==> src/rtl/hsv2rgb_pkg.sv <==
`default_nettype none

package hsv2rgb_pkg;

	typedef logic [15:0] q15_t;

	localparam q15_t        Q15_ONE      = 16'h8000;
	localparam logic [30:0] Q15_HALF     = 31'd16384;
	localparam logic [15:0] HUE_TURN     = 16'd46080;
	localparam logic [12:0] HUE_SECTOR   = 13'd7680;
	localparam logic [27:0] SECTOR_HALF  = 28'd3840;

	// floor(y / 15) = (y * RECIP_15) >> RECIP_SHIFT, exact for y < 2^19
	localparam logic [19:0] RECIP_15     = 20'd559241;
	localparam int          RECIP_SHIFT  = 23;

	// hue sectors, 60 degrees each
	localparam logic [2:0] SEC_RED_YEL = 3'd0;
	localparam logic [2:0] SEC_YEL_GRN = 3'd1;
	localparam logic [2:0] SEC_GRN_CYN = 3'd2;
	localparam logic [2:0] SEC_CYN_BLU = 3'd3;
	localparam logic [2:0] SEC_BLU_MAG = 3'd4;
	localparam logic [2:0] SEC_MAG_RED = 3'd5;

	typedef struct packed {
		logic [2:0]  sector;
		logic [12:0] rem;
	} hue_split_t;

endpackage

`default_nettype wire

==> src/rtl/hsv2rgb_if.sv <==
`default_nettype none

interface hsv_in_if;
	logic        valid;
	logic        ready;
	logic [15:0] hue;
	logic [15:0] saturation;
	logic [15:0] brightness;
	logic [15:0] alpha_in;

	modport source (output valid, hue, saturation, brightness, alpha_in, input ready);
	modport sink   (input valid, hue, saturation, brightness, alpha_in, output ready);
endinterface

interface rgb_out_if;
	logic        valid;
	logic        ready;
	logic [15:0] red;
	logic [15:0] green;
	logic [15:0] blue;
	logic [15:0] alpha_out;

	modport source (output valid, red, green, blue, alpha_out, input ready);
	modport sink   (input valid, red, green, blue, alpha_out, output ready);
endinterface

`default_nettype wire

==> src/rtl/hsv_to_rgb_convert.sv <==
// Channel   Dir  Words carried
// --------  ---  ---------------------------------------------
// pix_in    in   hue, saturation, brightness, alpha_in
// pix_out   out  red, green, blue, alpha_out
//
// Five-stage pipeline: one pixel per clock while pix_out is not stalled. An
// accepted word moves through stages 1 to 4 into the stage-5 output register.
// The stages hold the two multiplier layers (fraction times saturation,
// then value times the complement) and the reciprocal multiply that divides
// by one sector width.
// arst_n clears every stage valid bit; data registers are not reset.
// A stall on pix_out backs up only through full stages; empty stages keep
// filling, so pix_in stays ready until the whole pipe is full.
`default_nettype none

module hsv_to_rgb_convert
	import hsv2rgb_pkg::*;
(
	input  wire logic  clk,
	input  wire logic  arst_n,
	hsv_in_if.sink     pix_in,
	rgb_out_if.source  pix_out
);

	// per-stage valid bits and load enables
	logic vld_s1, vld_s2, vld_s3, vld_s4, vld_s5;
	logic en1, en2, en3, en4, en5;

	// a stage loads when it is empty or its content moves on
	assign en5 = !vld_s5 || pix_out.ready;
	assign en4 = !vld_s4 || en5;
	assign en3 = !vld_s3 || en4;
	assign en2 = !vld_s2 || en3;
	assign en1 = !vld_s1 || en2;

	assign pix_in.ready = en1;

	always_ff @(posedge clk or negedge arst_n) begin
		if (!arst_n) begin
			vld_s1 <= 1'b0;
			vld_s2 <= 1'b0;
			vld_s3 <= 1'b0;
			vld_s4 <= 1'b0;
			vld_s5 <= 1'b0;
		end else begin
			if (en1) vld_s1 <= pix_in.valid;
			if (en2) vld_s2 <= vld_s1;
			if (en3) vld_s3 <= vld_s2;
			if (en4) vld_s4 <= vld_s3;
			if (en5) vld_s5 <= vld_s4;
		end
	end

	// ---------------- stage 1: clamp, wrap hue, sector split ----------------
	hue_split_t split;

	hsv2rgb_sector u_sector (
		.hue   (pix_in.hue),
		.split (split)
	);

	q15_t        sat_s1, val_s1, alpha_s1;
	logic [2:0]  sector_s1;
	logic [12:0] rem_s1;

	always_ff @(posedge clk) begin
		if (en1 && pix_in.valid) begin
			sat_s1    <= (pix_in.saturation > Q15_ONE) ? Q15_ONE : pix_in.saturation;
			val_s1    <= (pix_in.brightness > Q15_ONE) ? Q15_ONE : pix_in.brightness;
			alpha_s1  <= pix_in.alpha_in;
			sector_s1 <= split.sector;
			rem_s1    <= split.rem;
		end
	end

	// ---------------- stage 2: S*r, S*(7680-r), V*(1-S) ----------------
	// Rounding constants are folded in here. Zero saturation needs no
	// special path: P, Q and T all come out equal to V.
	logic [12:0] rem_c;
	logic [27:0] mul_f, mul_fc;
	logic [30:0] mul_p;

	assign rem_c  = HUE_SECTOR - rem_s1;
	assign mul_f  = ({12'd0, sat_s1} * {15'd0, rem_s1}) + SECTOR_HALF;
	assign mul_fc = ({12'd0, sat_s1} * {15'd0, rem_c}) + SECTOR_HALF;
	assign mul_p  = ({15'd0, val_s1} * {15'd0, Q15_ONE - sat_s1}) + Q15_HALF;

	logic [27:0] prod_f_s2, prod_fc_s2;
	logic [30:0] prod_p_s2;
	q15_t        val_s2, alpha_s2;
	logic [2:0]  sector_s2;

	always_ff @(posedge clk) begin
		if (en2) begin
			prod_f_s2  <= mul_f;
			prod_fc_s2 <= mul_fc;
			prod_p_s2  <= mul_p;
			val_s2     <= val_s1;
			alpha_s2   <= alpha_s1;
			sector_s2  <= sector_s1;
		end
	end

	// ---------------- stage 3: divide by 7680 = 512 * 15 ----------------
	// shift out 512, then multiply by the reciprocal of 15
	logic [38:0] quo_f, quo_fc;

	assign quo_f  = {20'd0, prod_f_s2[27:9]}  * {19'd0, RECIP_15};
	assign quo_fc = {20'd0, prod_fc_s2[27:9]} * {19'd0, RECIP_15};

	logic [38:0] quo_f_s3, quo_fc_s3;
	q15_t        p_s3, val_s3, alpha_s3;
	logic [2:0]  sector_s3;

	always_ff @(posedge clk) begin
		if (en3) begin
			quo_f_s3  <= quo_f;
			quo_fc_s3 <= quo_fc;
			p_s3      <= prod_p_s2[30:15];
			val_s3    <= val_s2;
			alpha_s3  <= alpha_s2;
			sector_s3 <= sector_s2;
		end
	end

	// ---------------- stage 4: V*(1-S*F), V*(1-S*(1-F)) ----------------
	q15_t        sf, sfc;
	logic [30:0] mul_q, mul_t;

	assign sf    = quo_f_s3[RECIP_SHIFT +: 16];
	assign sfc   = quo_fc_s3[RECIP_SHIFT +: 16];
	assign mul_q = ({15'd0, val_s3} * {15'd0, Q15_ONE - sf})  + Q15_HALF;
	assign mul_t = ({15'd0, val_s3} * {15'd0, Q15_ONE - sfc}) + Q15_HALF;

	logic [30:0] prod_q_s4, prod_t_s4;
	q15_t        p_s4, val_s4, alpha_s4;
	logic [2:0]  sector_s4;

	always_ff @(posedge clk) begin
		if (en4) begin
			prod_q_s4 <= mul_q;
			prod_t_s4 <= mul_t;
			p_s4      <= p_s3;
			val_s4    <= val_s3;
			alpha_s4  <= alpha_s3;
			sector_s4 <= sector_s3;
		end
	end

	// ---------------- stage 5: channel select, output register ----------------
	q15_t q_val, t_val;
	q15_t red_d, green_d, blue_d;

	assign q_val = prod_q_s4[30:15];
	assign t_val = prod_t_s4[30:15];

	always_comb begin
		case (sector_s4)
			SEC_RED_YEL: begin red_d = val_s4; green_d = t_val;  blue_d = p_s4;   end
			SEC_YEL_GRN: begin red_d = q_val;  green_d = val_s4; blue_d = p_s4;   end
			SEC_GRN_CYN: begin red_d = p_s4;   green_d = val_s4; blue_d = t_val;  end
			SEC_CYN_BLU: begin red_d = p_s4;   green_d = q_val;  blue_d = val_s4; end
			SEC_BLU_MAG: begin red_d = t_val;  green_d = p_s4;   blue_d = val_s4; end
			// magenta-red sector and unused codes
			default:     begin red_d = val_s4; green_d = p_s4;   blue_d = q_val;  end
		endcase
	end

	q15_t red_s5, green_s5, blue_s5, alpha_s5;

	always_ff @(posedge clk) begin
		if (en5) begin
			red_s5   <= red_d;
			green_s5 <= green_d;
			blue_s5  <= blue_d;
			alpha_s5 <= alpha_s4;
		end
	end

	assign pix_out.valid     = vld_s5;
	assign pix_out.red       = red_s5;
	assign pix_out.green     = green_s5;
	assign pix_out.blue      = blue_s5;
	assign pix_out.alpha_out = alpha_s5;

endmodule

`default_nettype wire

==> src/rtl/hsv2rgb_sector.sv <==
`default_nettype none

// Wraps hue once past 360 degrees, then splits it into sector and offset.
module hsv2rgb_sector
	import hsv2rgb_pkg::*;
(
	input  wire logic [15:0] hue,
	output hue_split_t       split
);

	localparam logic [15:0] B1 = 16'd7680;
	localparam logic [15:0] B2 = 16'd15360;
	localparam logic [15:0] B3 = 16'd23040;
	localparam logic [15:0] B4 = 16'd30720;
	localparam logic [15:0] B5 = 16'd38400;

	logic [15:0] h_wrap;
	logic [15:0] base;
	logic [15:0] offs;

	assign h_wrap = (hue >= HUE_TURN) ? (hue - HUE_TURN) : hue;

	always_comb begin
		if (h_wrap >= B5) begin
			split.sector = SEC_MAG_RED;
			base         = B5;
		end else if (h_wrap >= B4) begin
			split.sector = SEC_BLU_MAG;
			base         = B4;
		end else if (h_wrap >= B3) begin
			split.sector = SEC_CYN_BLU;
			base         = B3;
		end else if (h_wrap >= B2) begin
			split.sector = SEC_GRN_CYN;
			base         = B2;
		end else if (h_wrap >= B1) begin
			split.sector = SEC_YEL_GRN;
			base         = B1;
		end else begin
			split.sector = SEC_RED_YEL;
			base         = 16'd0;
		end
		offs      = h_wrap - base;
		split.rem = offs[12:0];
	end

endmodule

`default_nettype wire

==> src/flat_wrapper.sv <==
// flat-port wrapper written by rule: the top's interface ports become plain ports
module hsv_to_rgb_convert_flat import hsv2rgb_pkg::*;
  (clk, arst_n, pix_in_valid, pix_in_hue, pix_in_saturation, pix_in_brightness, pix_in_alpha_in, pix_in_ready, pix_out_valid, pix_out_red, pix_out_green, pix_out_blue, pix_out_alpha_out, pix_out_ready);
  hsv_in_if pix_in_i ();
  rgb_out_if pix_out_i ();
  input  wire logic clk;
  input  wire logic arst_n;
  input wire logic [$bits(pix_in_i.valid)-1:0] pix_in_valid;
  input wire logic [$bits(pix_in_i.hue)-1:0] pix_in_hue;
  input wire logic [$bits(pix_in_i.saturation)-1:0] pix_in_saturation;
  input wire logic [$bits(pix_in_i.brightness)-1:0] pix_in_brightness;
  input wire logic [$bits(pix_in_i.alpha_in)-1:0] pix_in_alpha_in;
  output wire logic [$bits(pix_in_i.ready)-1:0] pix_in_ready;
  output wire logic [$bits(pix_out_i.valid)-1:0] pix_out_valid;
  output wire logic [$bits(pix_out_i.red)-1:0] pix_out_red;
  output wire logic [$bits(pix_out_i.green)-1:0] pix_out_green;
  output wire logic [$bits(pix_out_i.blue)-1:0] pix_out_blue;
  output wire logic [$bits(pix_out_i.alpha_out)-1:0] pix_out_alpha_out;
  input wire logic [$bits(pix_out_i.ready)-1:0] pix_out_ready;
  assign pix_in_i.valid = pix_in_valid;
  assign pix_in_i.hue = pix_in_hue;
  assign pix_in_i.saturation = pix_in_saturation;
  assign pix_in_i.brightness = pix_in_brightness;
  assign pix_in_i.alpha_in = pix_in_alpha_in;
  assign pix_in_ready = pix_in_i.ready;
  assign pix_out_valid = pix_out_i.valid;
  assign pix_out_red = pix_out_i.red;
  assign pix_out_green = pix_out_i.green;
  assign pix_out_blue = pix_out_i.blue;
  assign pix_out_alpha_out = pix_out_i.alpha_out;
  assign pix_out_i.ready = pix_out_ready;
  hsv_to_rgb_convert u_core (.clk(clk), .arst_n(arst_n), .pix_in(pix_in_i), .pix_out(pix_out_i));
endmodule
==> config.mk <==
export PLATFORM = sky130hd
export DESIGN_NAME = hsv_to_rgb_convert_flat
export DESIGN_NICKNAME = d
export VERILOG_FILES = /design/src/rtl/hsv2rgb_pkg.sv /design/src/rtl/hsv2rgb_if.sv /design/src/rtl/hsv_to_rgb_convert.sv /design/src/rtl/hsv2rgb_sector.sv /design/src/flat_wrapper.sv
export SDC_FILE = /design/constraint.sdc
export NUM_CORES = 2
export LEC_CHECK = 0
export BUFFER_PORTS_ARGS = -buffer_cell sky130_fd_sc_hd__buf_2
export CORE_UTILIZATION = 40
export CTS_BUF_LIST = sky130_fd_sc_hd__clkbuf_4
export DETAILED_ROUTE_END_ITERATION = 7
export GPL_ROUTABILITY_DRIVEN = 0
export SLEW_MARGIN = 20
export SYNTH_ARGS = -nofsm -noshare
export SYNTH_HDL_FRONTEND = slang
export SYNTH_SLANG_ARGS = --single-unit
==> constraint.sdc <==
create_clock -name clk -period 17.8 [get_ports clk]
set_clock_uncertainty 0.2 [all_clocks]
set_input_delay 0.89 -clock clk [delete_from_list [all_inputs] [get_ports clk]]
set_output_delay 0.89 -clock clk [all_outputs]
set_load 0.02 [all_outputs]
# Word level (Yosys, flattened, before mapping)

Cells that the tools add are included.

Flip-flop bits (word level): 497
Output and inout bits: 66
Word-level logic and storage cells: 93

Add/subtract/negate cells: 11
Multiply operators: 7
Magnitude comparators: 8
Eq/ne operators: 4
Muxes and demuxes: 13
Reductions and logical operators: 17

Operators with widths:

| kind                                                   | number |
|---|---|
| case mux 16 bit (3 select lines)                       | 3 |
| adder 31 x 15 -> 31 bit (second input constant)        | 3 |
| multiplier 16 x 16 -> 31 bit                           | 3 |
| multiplier 19 x 20 -> 39 bit (second input constant)   | 2 |
| two-way mux 13 bit                                     | 5 |
| adder 28 x 12 -> 28 bit (second input constant)        | 2 |
| multiplier 16 x 13 -> 28 bit                           | 2 |
| subtractor 16 bit (first input constant)               | 3 |
| >= comparator 16 x 15 -> 1 bit (second input constant) | 2 |
| >= comparator 16 bit (second input constant)           | 2 |
| greater-than comparator 16 bit (second input constant) | 2 |
| >= comparator 16 x 13 -> 1 bit (second input constant) | 1 |
| >= comparator 16 x 14 -> 1 bit (second input constant) | 1 |
| two-way mux 16 bit                                     | 1 |
| subtractor 16 bit (second input constant)              | 1 |
| subtractor 13 bit                                      | 1 |
| subtractor 13 bit (first input constant)               | 1 |
| OR reduction 2 bit                                     | 5 |
| equality test 3 x 2 -> 1 bit (second input constant)   | 2 |
| logical NOT 1 bit                                      | 5 |
| logical OR 1 bit                                       | 5 |
| two-way mux 2 bit                                      | 2 |
| equality test 3 x 1 -> 1 bit (second input constant)   | 1 |
| equality test 3 bit (second input constant)            | 1 |
| 3 further kinds                                        | 4 |

# Depth between registers and ports, before layout

Depth in word-level cells: 9
Mapped depth: 32
Depth with buffers taken out: 29

# Cells and area by module

From an unflattened synthesis, not the netlist that was laid out.

Cells, all modules: 5,752
Area, all modules: 58,255.9 um2

By module, submodules not included:

| module             | instances | cells an instance | area each (um2) |
|---|---|---|---|
| hsv_to_rgb_convert | 1         | 5,661             | 57,528.9 |
| hsv2rgb_sector     | 1         | 91                | 726.9 |

# Worst setup path before layout

OpenSTA, ideal clock, no wires.

Kind: register to register
Start: reg u_core.sat_s1[0]
End: reg u_core.prod_p_s2[30], data pin
Setup time: 261 ps
Arrival time: 7,511 ps
Setup slack: 9,828 ps
Cell stages (with the launch flop): 33
Clock period less this slack: 7,972 ps
Cell sequence: edfxtp_1 -> clkbuf_1 -> clkbuf_1 -> inv_1 -> ha_1 -> nand2_1 -> or3_1 -> nor4_1 -> nor2b_1 -> xnor2_1 -> clkbuf_1 -> nand2_1 -> fa_1 -> inv_1 -> fa_1 -> inv_1 -> fa_1 -> inv_1 -> fa_1 -> fa_1 -> inv_1 -> fa_1 -> inv_1 -> ha_1 -> and3_1 -> o21ai_0 -> a21bo_2 -> a21oi_1 -> o21ai_0 -> nand3_1 -> nand3_1 -> and3_1 -> a311o_1

Cells in the longest elaborated chain, start to end: 3

RTL lines:

| element                      | line                     | RTL |
|---|---|---|
| start: declaration           | hsv_to_rgb_convert.sv:62 | `q15_t sat_s1, val_s1, alpha_s1;` |
| start signal: assignment     | hsv_to_rgb_convert.sv:68 | `sat_s1 <= (pix_in.saturation > Q15_ONE) ? Q15_ONE : pix_in.saturation;` |
| subtractor 16 bit            | hsv_to_rgb_convert.sv:86 | `assign mul_p = ({15'd0, val_s1} * {15'd0, Q15_ONE - sat_s1}) + Q15_HALF;` |
| multiplier 16 x 16 -> 31 bit | hsv_to_rgb_convert.sv:86 |  |
| adder 31 x 15 -> 31 bit      | hsv_to_rgb_convert.sv:86 |  |
| net u_core.mul_p[30]         | hsv_to_rgb_convert.sv:81 | `logic [30:0] mul_p;` |
| end signal: assignment       | hsv_to_rgb_convert.sv:97 | `prod_p_s2 <= mul_p;` |
| end: declaration             | hsv_to_rgb_convert.sv:89 | `logic [30:0] prod_p_s2;` |

The timed path passes the listed nets, and every way through them passes these cells.
A chain may end at the register's enable or synchronous reset.

# Worst setup path after layout

Start: reg u_core.rem_s1[1]
End: reg u_core.prod_fc_s2[27], data pin

Cells in the longest elaborated chain, start to end: 3

RTL lines:

| element                      | line                     | RTL |
|---|---|---|
| start: declaration           | hsv_to_rgb_convert.sv:64 | `logic [12:0] rem_s1;` |
| start signal: assignment     | hsv_to_rgb_convert.sv:72 | `rem_s1 <= split.rem;` |
| subtractor 13 bit            | hsv_to_rgb_convert.sv:83 | `assign rem_c = HUE_SECTOR - rem_s1;` |
| multiplier 16 x 13 -> 28 bit | hsv_to_rgb_convert.sv:85 | `assign mul_fc = ({12'd0, sat_s1} * {15'd0, rem_c}) + SECTOR_HALF;` |
| adder 28 x 12 -> 28 bit      | hsv_to_rgb_convert.sv:85 |  |
| net u_core.mul_fc[27]        | hsv_to_rgb_convert.sv:80 | `logic [27:0] mul_f, mul_fc;` |
| end signal: assignment       | hsv_to_rgb_convert.sv:96 | `prod_fc_s2 <= mul_fc;` |
| end: declaration             | hsv_to_rgb_convert.sv:88 | `logic [27:0] prod_f_s2, prod_fc_s2;` |

The timed path passes the listed nets, and every way through them passes these cells.

==> impl_metrics.toml <==
[clocking]
clkTransAtPathRegs_ns = 0.07
cts_buffers = 97
clockBufferDepth = 3
clkLatencyLatePin_ns = 1.05
cts_max_level = 3
cts_sinks = 388
tritoncts = "built"
post_cts_buffers = 0
cts-root-buf = "clkbuf_4"

[sta]
rsz0062_at_grt = "false"
setup_violations = 0
report.final.slew_viol_count = 0
relSlewSlack_pct = 26.5
finalHoldViolations = 0
max_freq_mhz = 116
fin_crit_sh_pct = 48.4
finalSetupTns_ns = 0
fin_ws_ns = 9.18
tightest_slew_ns = 1.10
fin_crit_ns = 8.62
whs_ns = 0.116

[hold_path]
min_from = "u_core.sector_s3[1]$_DFFE_PP_"
hold_depth = 0
worst_hold_path_type = "reg -> reg"
hold_path_end = "u_core.sector_s4[1]$_DFFE_PP_"

[critical_path]
cp-start-kind = "register"
crit_path_max_incr_delay_ns = 0.93
reg2reg_slack_ns = 9.18
cp.required_ns = 18.28
path_max_fanout = 17
critical_path_arrival_ns = 9.10
r2r-start = "u_core.rem_s1[1]$_DFFE_PP_"
crit_type = "reg -> reg"
rr_worst_depth = 26
rr_endpoint = "u_core.prod_fc_s2[27]$_DFFE_PP_"
crit_path_top_delay_cell = "edfxtp_1"
cp-end-kind = "register"

[yosys]
synthCells = 5720
synthFlopType = "edfxtp_1"
syn_nets = 7460
yosysWarnings = 0
syn_avg_cell_area_um2 = 10.2
ys_types = 74
ys_seq_area_share_pct = 20.0
netlist_area_um2 = 58100
synth-edff-count = 383
synth-seq-cells = 388
ys_async_sr_fraction_pct = 1.29

[floorplan]
row_count = 139
die_x_um = 383
fp.dieH_um = 383
start_util_pct = 40.4
io_pins = 134
dieArea_um2 = 147000
coreArea_um2 = 144000

[grt]
grt_max_degree = 95
grt.overflow.total = 0
grt_pass1_wl_um = 221000
grt_pass1_vias = 41900
grt_use_total_pct = 19.0
grt_antenna_before_repair = 7

[drt]
ant_nets = 0
wl_met3_um = 6760
vias = 38900
topRoutingLayerUsed = "met5"
drt-total-wl_um = 135000
dr.pass1.iters = 8
wl_met2_um = 63700
drt-met1-wl_um = 62000
drc = 0
drtIter0Drc = 2023
via_per_inst = 4.95
wire_per_inst_um = 17.2

[finish]
syn_to_final_growth_pct = 8.32
fin_nets = 7608
final_cells = 7848
drive_above_1_share_pct = 7.66
largestRegisters = "u_core.prod_f_s2 x19, u_core.prod_fc_s2 x19"

[place]
dp_cells = 7608
dp_hpwl_um = 103000
pre_cts_ws_ns = 9.23
portBuffers = 133

[job]
max_cap_viol_count = 0

[status]
status = "complete, no violations"
routing by layer:
metal	GRT usage, %	vias to the layer above
met1	25.8	19700
met2	31.8	822
met3	3.08	189
li1	-	18200
met4	4.22	6
met5	0	-
worst max-delay path by stage:
stage,from,end,depth (start not counted)
floorplan,u_core.sat_s1[0]$_SDFFCE_PN0P_,u_core.prod_p_s2[30]$_DFFE_PP_,32
global placement,u_core.sat_s1[1]$_SDFFCE_PN0P_,u_core.prod_p_s2[30]$_DFFE_PP_,30
detailed placement,u_core.sat_s1[1]$_SDFFCE_PN0P_,u_core.prod_p_s2[30]$_DFFE_PP_,30
CTS,u_core.sat_s1[1]$_SDFFCE_PN0P_,u_core.prod_p_s2[30]$_DFFE_PP_,30
global route,u_core.sat_s1[1]$_SDFFCE_PN0P_,u_core.prod_p_s2[30]$_DFFE_PP_,30
finish,u_core.rem_s1[1]$_DFFE_PP_,u_core.prod_fc_s2[27]$_DFFE_PP_,26
synth_stat cells (all sizes together) (14+ instances only):
cell type,number,area share [%]
a211oi,52,0.70
a21o,42,0.54
a21oi,124,1.1
a31oi,17,0.18
and2,526,5.7
and3,21,0.23
buf,14,0.11
clkbuf,217,1.4
edfxtp,383,20
fa,970,33
ha,702,15
inv,1192,7.7
mux2,46,0.89
mux2i,34,0.59
nand2,700,4.5
nand2b,14,0.15
nand3,28,0.25
nand4,21,0.24
nor2,113,0.73
nor2b,65,0.70
nor3,36,0.31
nor4,21,0.27
o21a,18,0.23
o21ai,54,0.47
o22ai,30,0.32
xnor2,126,2.0
xor2,49,0.74
layout make-up:
type / count / area, µm²
antenna: 5 / 12.5
clock buffer: 134 / 1010
clock inverter: 37 / 236
fill: 13800 / 80900
inverter: 1192 / 4470
multi-input combinational: 3909 / 41200
sequential: 388 / 11600
tap: 1903 / 2380
timing repair buffer: 280 / 1930
per-stage QoR:
stage          util, %  cell area, µm²
6_report          43.7           62900
5_1_grt           43.7           62900
4_1_cts           43.7           62900
3_5_place_dp      42.4           61000
3_3_place_gp      42.4           61000
2_1_floorplan        -           58100
layout by cell type, fill, tap and decap left out, types with 21 or more instances in the layout:
master / instances
ha_1: 702
xnor2_1: 112
o22ai_1: 30
buf_4: 83
a21oi_1: 124
o21ai_0: 51
nand3_1: 26
mux2i_1: 34
fa_1: 970
buf_2: 133
clkbuf_4: 134
clkinv_1: 26
nor3_1: 36
nand2_1: 699
xor2_1: 42
and2_1: 525
mux2_2: 46
edfxtp_1: 383
and3_1: 21
nor2_1: 112
inv_1: 1190
nor2b_1: 65
a21o_1: 42
dlygate4sd3_1: 64
a211oi_1: 49
worst max-delay path: cells and delay by family (launching register included):
family                     cells  cell delay (ns)
adders and majority gates      8             3.58
AOI/OAI and AO/OA              8             2.06
DFF                            1             0.93
buffers and inverters          7             0.78
xor gates and xnor gates       2             0.69
and+or+nand+nor                1             0.09
timing repair:
action,in CTS,in global routing
hold buffers,64,0
resized for setup,0,0
endpoints found under the hold margin,63,0
kinds of logic after synthesis:
family	Yosys count	synth area share, %
buffers and inverters	1423	9.22
flip-flops	388	20.0
multiplexers	80	1.48
AO/OA/AOI/OAI	394	4.37
AND/OR/NAND/NOR	1588	13.6
adder cells (fa/ha/maj)	1672	48.6
XOR/XNOR	175	2.70
Power is left out: the tool's default activity adds up to more than one toggle a clock period on the data nets, which glitch-free logic cannot reach.
